$ cat src/hw/rtl/sfd_pkg.sv
package sfd_pkg;

    localparam logic [7:0] MAGIC_BYTE = 8'hFA;
    localparam logic [7:0] END_BYTE   = 8'hFC;

    localparam logic [7:0]  HEAD_RESET  = 8'h5B;
    localparam logic [10:0] LIMIT_RESET = 11'd1024;

    // register index, taken from paddr bit 2
    localparam logic REG_HEAD  = 1'b0;
    localparam logic REG_LIMIT = 1'b1;

    typedef enum logic [3:0] {
        PH_HUNT,
        PH_HEAD,
        PH_LEN_LO,
        PH_LEN_HI,
        PH_CMD_LO,
        PH_CMD_HI,
        PH_DATA,
        PH_ALLOC,
        PH_SUM_LO,
        PH_SUM_HI,
        PH_END
    } t_phase;

    typedef enum logic [2:0] {
        EV_WAIT   = 3'd0,
        EV_DATA   = 3'd1,
        EV_OK     = 3'd2,
        EV_LONG   = 3'd3,
        EV_BADSUM = 3'd4,
        EV_BADEND = 3'd5
    } t_event;

    typedef struct packed {
        logic [7:0]  head_byte;
        logic [10:0] length_limit;
    } t_cfg;

    typedef struct packed {
        t_event      ev;
        logic [7:0]  data_byte;
        logic [9:0]  byte_index;
        logic [15:0] command;
        logic [10:0] frame_length;
        logic [7:0]  alloc_byte;
    } t_result;

endpackage

$ cat src/hw/rtl/sfd_regs.sv
module sfd_regs
    import sfd_pkg::*;
(
    input  logic        i_clk,
    input  logic        i_rst_n,
    input  logic        psel,
    input  logic        penable,
    input  logic        pwrite,
    input  logic [2:0]  paddr,
    input  logic [31:0] pwdata,
    output logic [31:0] prdata,
    output logic        pready,
    output t_cfg        o_cfg
);

    logic [7:0]  r_head;
    logic [10:0] r_limit;
    logic        wr_en;

    assign wr_en  = psel && penable && pwrite;
    assign pready = 1'b1;

    always_ff @(posedge i_clk) begin
        if (!i_rst_n) begin
            r_head  <= HEAD_RESET;
            r_limit <= LIMIT_RESET;
        end else if (wr_en) begin
            case (paddr[2])
                REG_HEAD:  r_head  <= pwdata[7:0];
                REG_LIMIT: r_limit <= pwdata[10:0];
                default: ;
            endcase
        end
    end

    always_comb begin
        case (paddr[2])
            REG_HEAD:  prdata = 32'(r_head);
            REG_LIMIT: prdata = 32'(r_limit);
            default:   prdata = '0;
        endcase
    end

    assign o_cfg.head_byte    = r_head;
    assign o_cfg.length_limit = r_limit;

endmodule

$ cat src/hw/rtl/sfd_parser.sv
module sfd_parser
    import sfd_pkg::*;
#(
    parameter int MAX_LENGTH = 1024
)
(
    input  logic       i_clk,
    input  logic       i_rst_n,
    input  logic       i_step,
    input  logic [7:0] i_byte,
    input  t_cfg       i_cfg,
    output t_result    o_result
);

    localparam logic [15:0] MAX_LEN = 16'(MAX_LENGTH);

    t_phase      r_phase,   n_phase;
    logic [15:0] r_length,  n_length;
    logic [15:0] r_command, n_command;
    logic [10:0] r_count,   n_count;
    logic [15:0] r_sum,     n_sum;
    logic [7:0]  r_sum_lo,  n_sum_lo;
    logic [7:0]  r_alloc,   n_alloc;

    logic [15:0] limit;
    logic [15:0] len_full;
    logic [10:0] count_inc;

    always_ff @(posedge i_clk) begin
        if (!i_rst_n) begin
            r_phase   <= PH_HUNT;
            r_length  <= '0;
            r_command <= '0;
            r_count   <= '0;
            r_sum     <= '0;
            r_sum_lo  <= '0;
            r_alloc   <= '0;
        end else if (i_step) begin
            r_phase   <= n_phase;
            r_length  <= n_length;
            r_command <= n_command;
            r_count   <= n_count;
            r_sum     <= n_sum;
            r_sum_lo  <= n_sum_lo;
            r_alloc   <= n_alloc;
        end
    end

    always_comb begin
        limit     = (16'(i_cfg.length_limit) > MAX_LEN) ? MAX_LEN : 16'(i_cfg.length_limit);
        len_full  = {i_byte, r_length[7:0]};
        count_inc = r_count + 11'd1;

        n_phase   = r_phase;
        n_length  = r_length;
        n_command = r_command;
        n_count   = r_count;
        n_sum     = r_sum;
        n_sum_lo  = r_sum_lo;
        n_alloc   = r_alloc;
        o_result  = '0;
        o_result.ev = EV_WAIT;

        case (r_phase)
            PH_HUNT: begin
                if (i_byte == MAGIC_BYTE) begin
                    n_sum   = 16'(MAGIC_BYTE);
                    n_phase = PH_HEAD;
                end
            end
            PH_HEAD: begin
                if (i_byte == i_cfg.head_byte) begin
                    n_sum   = r_sum + 16'(i_byte);
                    n_phase = PH_LEN_LO;
                end else begin
                    n_phase = PH_HUNT;
                end
            end
            PH_LEN_LO: begin
                n_length = 16'(i_byte);
                n_sum    = r_sum + 16'(i_byte);
                n_phase  = PH_LEN_HI;
            end
            PH_LEN_HI: begin
                n_length = len_full;
                n_sum    = r_sum + 16'(i_byte);
                if (len_full > limit) begin
                    o_result.ev = EV_LONG;
                    n_phase     = PH_HUNT;
                end else begin
                    n_phase = PH_CMD_LO;
                end
            end
            PH_CMD_LO: begin
                n_command = 16'(i_byte);
                n_sum     = r_sum + 16'(i_byte);
                n_phase   = PH_CMD_HI;
            end
            PH_CMD_HI: begin
                n_command = {i_byte, r_command[7:0]};
                // high command byte counts at its weight in the sum
                n_sum     = r_sum + {i_byte, 8'h00};
                n_count   = '0;
                n_phase   = (r_length != '0) ? PH_DATA : PH_ALLOC;
            end
            PH_DATA: begin
                o_result.ev         = EV_DATA;
                o_result.data_byte  = i_byte;
                o_result.byte_index = r_count[9:0];
                n_sum   = r_sum + 16'(i_byte);
                n_count = count_inc;
                if (16'(count_inc) >= r_length) begin
                    n_phase = PH_ALLOC;
                end
            end
            PH_ALLOC: begin
                n_alloc = i_byte;
                n_sum   = r_sum + 16'(i_byte);
                n_phase = PH_SUM_LO;
            end
            PH_SUM_LO: begin
                n_sum_lo = i_byte;
                n_phase  = PH_SUM_HI;
            end
            PH_SUM_HI: begin
                if ({i_byte, r_sum_lo} != r_sum) begin
                    o_result.ev = EV_BADSUM;
                    n_phase     = PH_HUNT;
                end else begin
                    n_phase = PH_END;
                end
            end
            PH_END: begin
                if (i_byte == END_BYTE) begin
                    o_result.ev           = EV_OK;
                    o_result.command      = r_command;
                    o_result.frame_length = r_length[10:0];
                    o_result.alloc_byte   = r_alloc;
                end else begin
                    o_result.ev = EV_BADEND;
                end
                n_phase = PH_HUNT;
            end
            default: begin
                n_phase = PH_HUNT;
            end
        endcase
    end

endmodule

$ cat src/hw/rtl/sum_checked_frame_deframer.sv
// Byte-serial frame deframer: takes one received byte per transaction and returns exactly
// one result per byte (waiting, content byte with its index, frame accepted with command,
// length and alloc byte, or a too-long, bad-checksum or bad-end verdict). Frames are
// 0xFA, head byte, length (LE16), command (LE16), content, alloc, checksum (LE16), 0xFC,
// checked with a 16-bit wrapping sum. Each byte sits in an input register, one pass
// through the parser state update produces its result, and the result is held in an
// output register, so a byte can be taken every cycle while the consumer keeps up; a
// result is valid once its byte leaves the input register. Content bytes are not
// stored; keep them only if frame accepted follows. Registers: rx_head_byte at 0x0,
// length_limit at 0x4; write them only while no frame is in flight.
module sum_checked_frame_deframer
    import sfd_pkg::*;
#(
    parameter int MAX_LENGTH = 1024
)
(
    input  logic        i_clk,
    input  logic        i_rst_n,
    input  logic        i_in_valid,
    output logic        o_in_ready,
    input  logic [7:0]  i_rx_byte,
    output logic        o_out_valid,
    input  logic        i_out_ready,
    output logic [2:0]  o_event_res,
    output logic [7:0]  o_data_byte,
    output logic [9:0]  o_byte_index,
    output logic [15:0] o_command,
    output logic [10:0] o_frame_length,
    output logic [7:0]  o_alloc_byte,
    input  logic        psel,
    input  logic        penable,
    input  logic        pwrite,
    input  logic [2:0]  paddr,
    input  logic [31:0] pwdata,
    output logic [31:0] prdata,
    output logic        pready
);

    t_cfg       cfg;
    t_result    result;
    logic       r_in_valid;
    logic [7:0] r_in_byte;
    logic       r_out_valid;
    t_result    r_out;
    logic       advance;

    sfd_regs u_regs (
        .i_clk   (i_clk),
        .i_rst_n (i_rst_n),
        .psel    (psel),
        .penable (penable),
        .pwrite  (pwrite),
        .paddr   (paddr),
        .pwdata  (pwdata),
        .prdata  (prdata),
        .pready  (pready),
        .o_cfg   (cfg)
    );

    sfd_parser #(
        .MAX_LENGTH (MAX_LENGTH)
    ) u_parser (
        .i_clk    (i_clk),
        .i_rst_n  (i_rst_n),
        .i_step   (advance),
        .i_byte   (r_in_byte),
        .i_cfg    (cfg),
        .o_result (result)
    );

    // byte moves from input register to output register
    assign advance    = r_in_valid && (!r_out_valid || i_out_ready);
    assign o_in_ready = !r_in_valid || advance;

    always_ff @(posedge i_clk) begin
        if (!i_rst_n) begin
            r_in_valid <= 1'b0;
        end else if (o_in_ready) begin
            r_in_valid <= i_in_valid;
        end
    end

    always_ff @(posedge i_clk) begin
        if (i_in_valid && o_in_ready) begin
            r_in_byte <= i_rx_byte;
        end
    end

    always_ff @(posedge i_clk) begin
        if (!i_rst_n) begin
            r_out_valid <= 1'b0;
        end else if (advance) begin
            r_out_valid <= 1'b1;
        end else if (i_out_ready) begin
            r_out_valid <= 1'b0;
        end
    end

    always_ff @(posedge i_clk) begin
        if (advance) begin
            r_out <= result;
        end
    end

    assign o_out_valid    = r_out_valid;
    assign o_event_res    = r_out.ev;
    assign o_data_byte    = r_out.data_byte;
    assign o_byte_index   = r_out.byte_index;
    assign o_command      = r_out.command;
    assign o_frame_length = r_out.frame_length;
    assign o_alloc_byte   = r_out.alloc_byte;

endmodule

$ cat config.mk
export PLATFORM = sky130hd
export DESIGN_NAME = sum_checked_frame_deframer
export DESIGN_NICKNAME = d
export VERILOG_FILES = /design/src/hw/rtl/sfd_pkg.sv /design/src/hw/rtl/sfd_regs.sv /design/src/hw/rtl/sfd_parser.sv /design/src/hw/rtl/sum_checked_frame_deframer.sv
export SDC_FILE = /design/constraint.sdc
export NUM_CORES = 1
export LEC_CHECK = 0
export BUFFER_PORTS_ARGS = -buffer_cell sky130_fd_sc_hd__buf_2
export CORE_UTILIZATION = 27
export DETAILED_ROUTE_END_ITERATION = 10
export PLACE_DENSITY = 0.46
export SYNTH_ARGS = -nofsm -noshare
export SYNTH_HDL_FRONTEND = slang
export SYNTH_SLANG_ARGS = --single-unit
$ cat constraint.sdc
create_clock -name i_clk -period 10.1 [get_ports i_clk]
set_input_delay 1.515 -clock i_clk [delete_from_list [all_inputs] [get_ports i_clk]]
set_output_delay 1.515 -clock i_clk [all_outputs]
set_load 0.005 [all_outputs]
==> qor.tcl, run 1 <==
set qor(sequentialPowerShare) 0.495
set qor(post_synth_num_cell_types) 74
set qor(clk_sinks) 164
set qor(die_width_um) 179
set qor(drtAntennaViolNets) 0
set qor(seq_area_frac_synth) 0.463
set qor(dr_total_vias) 6531
set qor(hold_violations) 0
set qor(multi_input_area_mm2) 0.00413
set qor(place.gp.congestion) 0.779
set qor(power.ir.vdd_worst_mv) 0.108
set qor(path_class) {input pin to primary output}
set qor(synth-main-ff-cell) {sky130_fd_sc_hd__dfxtp_1}
set qor(layout.cells.most_common_list) {sky130_fd_sc_hd__nand2_1 (103), sky130_fd_sc_hd__dfxtp_1 (100), sky130_fd_sc_hd__buf_2 (95)}
set qor(synth-edff-count) 64
set qor(area.growth.synth_to_final_pct) 15.4
set qor(p_int_mw) 1.06
set qor(power.share.clock) 0.458
set qor(switching_share) 0.266
set qor(post_cts.repair.setup_buffers) 0
set qor(grt-ovfl-total) 0
set qor(clock_network_latency_to_the_later_pin_of_the_worst_skew_pair_ns) 0.44
set qor(static-leakage-power_nw) 3.84
set qor(finClkSkew_ns) 0.0256
set qor(global_route_wire_length_before_repair_um) 35000
set qor(setup-violations-final) 0
set qor(cp.arrival_ns) 2.33
set qor(endpoint_class_of_the_critical_path) {primary output}
set qor(place.port_buffers) 95
set qor(clkTransAtPathRegs_ns) 0.08
set qor(drtPass1Iterations) 8
set qor(failed_checks) {DRC}
set qor(worstPathMaxFanout) 13
set qor(antenna_cells_inserted) 0
set qor(max_slew_margin) 0.211
set qor(power_per_cell_area_mw_per_mm2) 148
set qor(design.die.area_mm2) 0.0321
set qor(timing.hold.worst.class) {flop to flop}
set qor(finalNetCount) 1060
set qor(wire_per_inst_um) 16.1
set qor(antenna_found_initial) 0
set qor(worst_ep_required_time_ns) 8.59
set qor(netlist.area_leader.share) 0.236
set qor(netSwitchingPower_mw) 0.384
set qor(cts-buffers-inserted) 17
set qor(grt_use_total) 0.142
set qor(num_io_pins) 141
set qor(max-clock-path-buffers) 2
set qor(post_cts_hold_buffer_count) 0
set qor(r2r-start) {u_parser.r_count[0]}
set qor(die_y_um) 179
set qor(mappedNetlistArea_mm2) 0.00847
set qor(endpoint) {prdata[1]}
set qor(area_of_the_placeable_core_mm2) 0.0307
set qor(postSynth.asyncResetShare) 0
set qor(grt_setup_unrepaired) {no}
set qor(crit_start) {paddr[2]}
set qor(cts-root-buf) {sky130_fd_sc_hd__clkbuf_16}
set qor(htree_levels) 4
set qor(post_synth.cell_area_avg_um2) 9.40
set qor(reg2reg_slack_ns) 6.82
set qor(r2r-end) {u_parser.r_phase[1]}
set qor(status) {complete, but fails checks}
set qor(min_period_ns) 3.85
set qor(num_rows) 64
set qor(layout-drive-gt1-share) 0.170
set qor(post_syn_instances) 901
set qor(holdWs_ns) 0.453
set qor(timing.final.crit_share) 0.381
set qor(start_util) 0.275
set qor(crit_path_start_kind) {input pin}
set qor(place.detailed.hpwl_um) 14900
set qor(number_of_maximum_capacitance_violations) 0
set qor(synth.ff_latch_count) 164
set qor(grt_max_degree) 81
set qor(synth_warnings) 0
set qor(most_area_hungry_cell_type_in_the_yosys_netlist) {sky130_fd_sc_hd__dfxtp_1}
set qor(setup_total_negative_slack_ns) 0
set qor(grt_pass1_vias) 6178
set qor(filler_cells) 3232
set qor(worst-r2r-cell-count) 11
set qor(synth.area.top_cells) {sky130_fd_sc_hd__dfxtp_1 (24%), sky130_fd_sc_hd__edfxtp_1 (23%), sky130_fd_sc_hd__ha_1 (5.6%)}
set qor(final_max_slew_viol_count) 0
set qor(most_common_cell_after_layout_fill_and_taps_aside) {sky130_fd_sc_hd__nand2_1}
set qor(finalWirelength_um) 22200
set qor(p_comb_frac) 0.047
set qor(cts_tree) {yes}
set qor(cts.repair.resized) 0
set qor(drt-vias-per-instance) 4.74
set qor(worst_slew_pin_slew_ns) 1.18
set qor(detail_route.iter0.violations) 333
set qor(post-route-drc-count) 20
set qor(fmaxAchievable_mhz) 260
set qor(regArea_mm2) 0.00392
## critical path: stages
cell	delay, ns
sky130_fd_sc_hd__buf_2	0.28
sky130_fd_sc_hd__mux2_2	0.40
sky130_fd_sc_hd__buf_2	0.13
## per-stage QoR
step | instance area, um^2 | std cells | setup WS (ns) | utilization | power, mW
floorplan | 8540 | 921 | 5.82 | - | 0.771
global route | 9770 | 1379 | 6.22 | 0.318 | 1.50
global placement | 9170 | 1347 | 6.19 | 0.298 | 0.799
finish | 9770 | 1379 | 6.25 | 0.318 | 1.44
CTS | 9770 | 1379 | 6.24 | 0.318 | 1.47
detailed placement | 9170 | 1347 | 6.16 | 0.298 | 0.800
## per-layer routing
layer  track usage  vias up  wire, um
met4        0.0385        0       189
met2         0.221      137      9800
met3        0.0214       12       784
met1         0.203     3100     11400
li1              -     3282         -
met5             0        -         0
## power by group through the flow
stage               clock network [mW]  logic [mW]  registers [mW]
floorplan                            0      0.0487           0.722
global placement                     0      0.0679           0.731
detailed placement                   0      0.0686           0.731
CTS                              0.683      0.0688           0.716
global route                     0.705      0.0760           0.717
finish                           0.661      0.0676           0.715
## worst min path at each step
| stage | start | end | depth (start not counted) |
|---|---|---|---|
| after floorplan | u_parser.r_alloc[1] | u_parser.r_alloc[1] | 2 |
| after global placement | u_parser.r_alloc[2] | u_parser.r_alloc[2] | 2 |
| after detailed placement | u_parser.r_alloc[1] | u_parser.r_alloc[1] | 2 |
| after CTS | u_parser.r_alloc[1] | u_parser.r_alloc[1] | 2 |
| after global routing | u_parser.r_alloc[2] | u_parser.r_alloc[2] | 2 |
| final | u_parser.r_alloc[1] | u_parser.r_alloc[1] | 2 |
## cells by family after synthesis
kind of cell,after synthesis,synth area share
and+or+nand+nor,362,0.212
AOI/OAI and AO/OA,171,0.131
other,2,0.000887
muxes,31,0.0380
adders and majority gates,40,0.0609
xor gates and xnor gates,34,0.0352
DFF,164,0.463
buffers and inverters,97,0.0582
## cell usage after synthesis (3+ instances only)
library cell,instances
sky130_fd_sc_hd__or4_1,6
sky130_fd_sc_hd__a31o_2,3
sky130_fd_sc_hd__nor3_1,25
sky130_fd_sc_hd__buf_1,4
sky130_fd_sc_hd__buf_6,3
sky130_fd_sc_hd__a21oi_1,66
sky130_fd_sc_hd__a211oi_1,11
sky130_fd_sc_hd__a311oi_1,5
sky130_fd_sc_hd__inv_1,23
sky130_fd_sc_hd__a21o_1,5
sky130_fd_sc_hd__o21bai_1,3
sky130_fd_sc_hd__nor4_1,9
sky130_fd_sc_hd__nor2b_1,6
sky130_fd_sc_hd__buf_2,4
sky130_fd_sc_hd__dfxtp_1,100
sky130_fd_sc_hd__xor2_1,26
sky130_fd_sc_hd__clkbuf_1,33
sky130_fd_sc_hd__o31ai_1,5
sky130_fd_sc_hd__edfxtp_1,64
sky130_fd_sc_hd__xnor2_1,8
sky130_fd_sc_hd__nand2_1,103
sky130_fd_sc_hd__o21a_1,3
sky130_fd_sc_hd__and3_1,3
sky130_fd_sc_hd__mux2i_1,22
sky130_fd_sc_hd__nand3_1,33
sky130_fd_sc_hd__nand2b_1,8
sky130_fd_sc_hd__mux2_2,9
sky130_fd_sc_hd__or3_1,4
sky130_fd_sc_hd__ha_1,38
sky130_fd_sc_hd__and2_1,47
sky130_fd_sc_hd__a22oi_1,5
sky130_fd_sc_hd__o211ai_1,7
sky130_fd_sc_hd__buf_4,27
sky130_fd_sc_hd__nor3b_1,4
sky130_fd_sc_hd__o21ai_0,37
sky130_fd_sc_hd__nand4_1,8
sky130_fd_sc_hd__nor2_1,88
## state kept, by name, summed over array words and instances (netlist names)
signal,flops
u_parser.r_alloc,8
u_parser.r_phase,4
u_parser.r_length,16
u_regs.r_limit,11
o_data_byte,8
o_command,16
u_parser.r_command,16
u_parser.r_sum,16
o_out_valid,1
u_parser.r_sum_lo,8
u_regs.r_head,8
u_parser.r_count,11
r_in_byte,8
o_alloc_byte,8
o_byte_index,10
o_event_res,3
r_in_valid,1
o_frame_length,11
## final cells by class
type,instances,area share
Multi-Input combinational cell,660,0.422
Sequential cell,164,0.401
Timing Repair Buffer,101,0.0533
Tap cell,396,0.0507
Clock buffer,17,0.0435
Clock inverter,15,0.0187
Inverter,26,0.00999
Note: power is estimated with default switching activity, not from simulation.
==> inputs of run 2 (changes only) <==
ABC_AREA = 1   (was default)
PLACE_DENSITY = 0.48   (was 0.46)
clock period = 3.3 ns   (was 10.1 ns; I/O delays follow)
==> run 2 against run 1 <==
Effect of this change: the run now ends clean; die area is 0.29% higher; clock skew is 0.013 ns lower; sequential share of layout area is 0.34 points lower; sequential power grew to 3.1 times the previous value; setup slack worse by 5.9 ns; sequential cell count stayed put; highest routed layer unchanged.
==> qor.tcl, run 2 <==
set qor(post_cts.repair.setup_buffers) 0
set qor(layout.cells.most_common_list) {sky130_fd_sc_hd__nand2_1 (242), sky130_fd_sc_hd__nor2_1 (180), sky130_fd_sc_hd__inv_1 (122)}
set qor(die_y_um) 179
set qor(worst-r2r-cell-count) 17
set qor(antenna_found_initial) 0
set qor(p_int_mw) 3.40
set qor(static-leakage-power_nw) 4.20
set qor(grt_setup_unrepaired) {no}
set qor(endpoint_class_of_the_critical_path) {flop}
set qor(start_util) 0.276
set qor(drt-vias-per-instance) 4.45
set qor(fin_total_pwr_mw) 4.68
set qor(power.share.clock) 0.417
set qor(cts-buffers-inserted) 17
set qor(commonest_cells_in_the_synthesized_netlist) {sky130_fd_sc_hd__nand2_1 (242), sky130_fd_sc_hd__nor2_1 (180), sky130_fd_sc_hd__inv_1 (122)}
set qor(most_common_cell_in_the_synthesized_netlist) {sky130_fd_sc_hd__nand2_1}
set qor(synth-edff-count) 64
set qor(post_synth.cell_area_avg_um2) 7.77
set qor(htree_levels) 4
set qor(min_period_ns) 2.94
set qor(design.die.area_mm2) 0.0322
set qor(worst_ep_required_time_ns) 3.65
set qor(grt_pass1_vias) 6297
set qor(die_width_um) 179
set qor(cp.arrival_ns) 3.29
set qor(grt-ovfl-total) 0
set qor(place.gp.congestion) 0.794
set qor(number_of_maximum_capacitance_violations) 0
set qor(netSwitchingPower_mw) 1.27
set qor(finalWirelength_um) 22700
set qor(status) {finished, final reports clean}
set qor(postSynth.asyncResetShare) 0
set qor(post-route-drc-count) 0
set qor(num_rows) 64
set qor(max_slew_margin) 0.414
set qor(dr_total_vias) 7081
set qor(hp-start) {i_rx_byte[6]}
set qor(worst_slew_pin_slew_ns) 0.873
set qor(setup_total_negative_slack_ns) 0
set qor(r2r-end) {u_parser.r_phase[3]}
set qor(timing.hold.worst_path_depth) 1
set qor(synth-main-ff-cell) {sky130_fd_sc_hd__dfxtp_1}
set qor(hold_violations) 0
set qor(met3_length_um) 1040
set qor(antenna_cells_inserted) 0
set qor(holdWs_ns) 0.234
set qor(highest_layer) {met4}
set qor(final_cell_area_excluding_filler_cells_mm2) 0.00986
set qor(seq_area_frac_synth) 0.462
set qor(fmaxAchievable_mhz) 340
set qor(place.port_buffers) 95
set qor(clock_network_latency_to_the_later_pin_of_the_worst_skew_pair_ns) 0.43
set qor(synth.ff_latch_count) 164
set qor(switching_share) 0.272
set qor(mappedNetlistArea_mm2) 0.00849
set qor(num_io_pins) 141
set qor(power.ir.vdd_worst_mv) 0.354
set qor(cts-root-buf) {sky130_fd_sc_hd__clkbuf_16}
set qor(cts_tree) {yes}
set qor(detail_route.iter0.violations) 491
set qor(area_of_the_placeable_core_mm2) 0.0307
set qor(post_syn_instances) 1093
set qor(post_cts_hold_buffer_count) 0
set qor(post-route-worst-setup-slack_ns) 0.363
set qor(grt_max_degree) 58
set qor(timing.hold.worst_endpoint) {r_in_byte[6]}
set qor(path_class) {flop to flop}
set qor(finClkSkew_ns) 0.0124
set qor(clkTransAtPathRegs_ns) 0.07
set qor(timing.hold.worst.class) {input pin to flop}
set qor(wire_per_inst_um) 14.3
set qor(detailed_route_wire_length_on_metal_1_um) 11400
set qor(most_area_hungry_cell_type_in_the_yosys_netlist) {sky130_fd_sc_hd__dfxtp_1}
set qor(layout-drive-gt1-share) 0.137
set qor(met2_wirelength_um) 9870
set qor(synth_warnings) 0
set qor(post_synth_num_cell_types) 41
set qor(dp_slack_ns) 0.430
set qor(grt_use_total) 0.144
set qor(drtPass1Iterations) 7
set qor(clk_sinks) 164
set qor(place.detailed.hpwl_um) 16300
set qor(worstPathMaxFanout) 7
set qor(synth.area.top_cells) {sky130_fd_sc_hd__dfxtp_1 (24%), sky130_fd_sc_hd__edfxtp_1 (23%), sky130_fd_sc_hd__nand2_1 (11%)}
set qor(crit_start) {u_parser.r_count[0]}
set qor(place_area_mm2) 0.00929
set qor(final_max_slew_viol_count) 0
set qor(setup-violations-final) 0
set qor(crit_path_start_kind) {flop}
set qor(filler_cells) 3358
set qor(max-clock-path-buffers) 2
set qor(reg2reg_slack_ns) 0.36
set qor(power_per_cell_area_mw_per_mm2) 474
set qor(drtAntennaViolNets) 0
set qor(global_route_wire_length_before_repair_um) 35100
set qor(finalNetCount) 1274
set qor(timing.final.crit_share) 0.890
set qor(r2r-start) {u_parser.r_count[0]}
set qor(netlist.area_leader.share) 0.236
set qor(area.growth.synth_to_final_pct) 16.0
set qor(sequentialPowerShare) 0.478
set qor(most_common_cell_after_layout_fill_and_taps_aside) {sky130_fd_sc_hd__nand2_1}
set qor(p_comb_frac) 0.104
set qor(cts.repair.resized) 0
-- run 2: final cells by class --
type | count | area [um^2] | share of cell area
Clock buffer | 19 | 443 | 0.0449
Clock inverter | 13 | 124 | 0.0126
Inverter | 132 | 495 | 0.0503
Multi-Input combinational cell | 764 | 3820 | 0.388
Sequential cell | 164 | 3920 | 0.398
Tap cell | 396 | 495 | 0.0503
Timing Repair Buffer | 105 | 551 | 0.0559
-- run 2: worst max-delay path by stage --
stage                                      end  slack, ns  depth (start not counted)
final                      u_parser.r_phase[3]       0.36                         17
after global placement     u_parser.r_phase[3]       0.47                         17
after detailed placement   u_parser.r_phase[0]       0.43                         17
after global routing       u_parser.r_phase[3]       0.02                         17
after CTS                  u_parser.r_phase[3]       0.38                         17
after floorplan           u_parser.r_length[6]       0.79                         10
-- run 2: kinds of logic after synthesis --
family / share of synthesized area
buf+inv: 0.0966
flops: 0.462
simple gates: 0.247
compound gates: 0.103
xor+xnor: 0.0299
fa+ha+maj: 0.0607
other cells: 0.000884
-- run 2: layer usage --
layer / vias to the layer above / track usage
met4: 0 / 0.0525
met2: 183 / 0.224
met5: - / 0
li1: 3642 / -
met3: 31 / 0.0236
met1: 3225 / 0.201
-- run 2: through the flow --
| stage | instances | utilization |
|---|---|---|
| 3_3_place_gp | 1561 | 0.302 |
| 4_1_cts | 1593 | 0.321 |
| 3_5_place_dp | 1561 | 0.302 |
| 6_report | 1593 | 0.321 |
| 5_1_grt | 1593 | 0.321 |
| 2_1_floorplan | 1113 | - |
-- run 2: critical path, stage by stage (launching register included) --
cell                      delay [ns]
sky130_fd_sc_hd__dfxtp_1        0.47
sky130_fd_sc_hd__ha_1           0.23
sky130_fd_sc_hd__nand2_1        0.06
sky130_fd_sc_hd__nor2_1         0.16
sky130_fd_sc_hd__nand3_1        0.14
sky130_fd_sc_hd__nor2_1         0.21
sky130_fd_sc_hd__nand3_1        0.12
sky130_fd_sc_hd__xor2_1         0.15
sky130_fd_sc_hd__inv_1          0.07
sky130_fd_sc_hd__ha_1           0.27
sky130_fd_sc_hd__nand2_1        0.06
sky130_fd_sc_hd__nor3_1         0.25
sky130_fd_sc_hd__nand3_1        0.11
sky130_fd_sc_hd__nand4_1        0.16
sky130_fd_sc_hd__nand2_1        0.15
sky130_fd_sc_hd__nand2_1        0.09
sky130_fd_sc_hd__nand2_1        0.05
sky130_fd_sc_hd__nor2_1         0.12
-- run 2: power by group through the flow --
stage / Combinational (mW) / Clock (mW) / Sequential [mW]
after floorplan: 0.358 / 0 / 2.26
after global placement: 0.488 / 0 / 2.28
after detailed placement: 0.491 / 0 / 2.28
after CTS: 0.493 / 2.00 / 2.24
after global routing: 0.557 / 2.08 / 2.24
final: 0.489 / 1.95 / 2.24
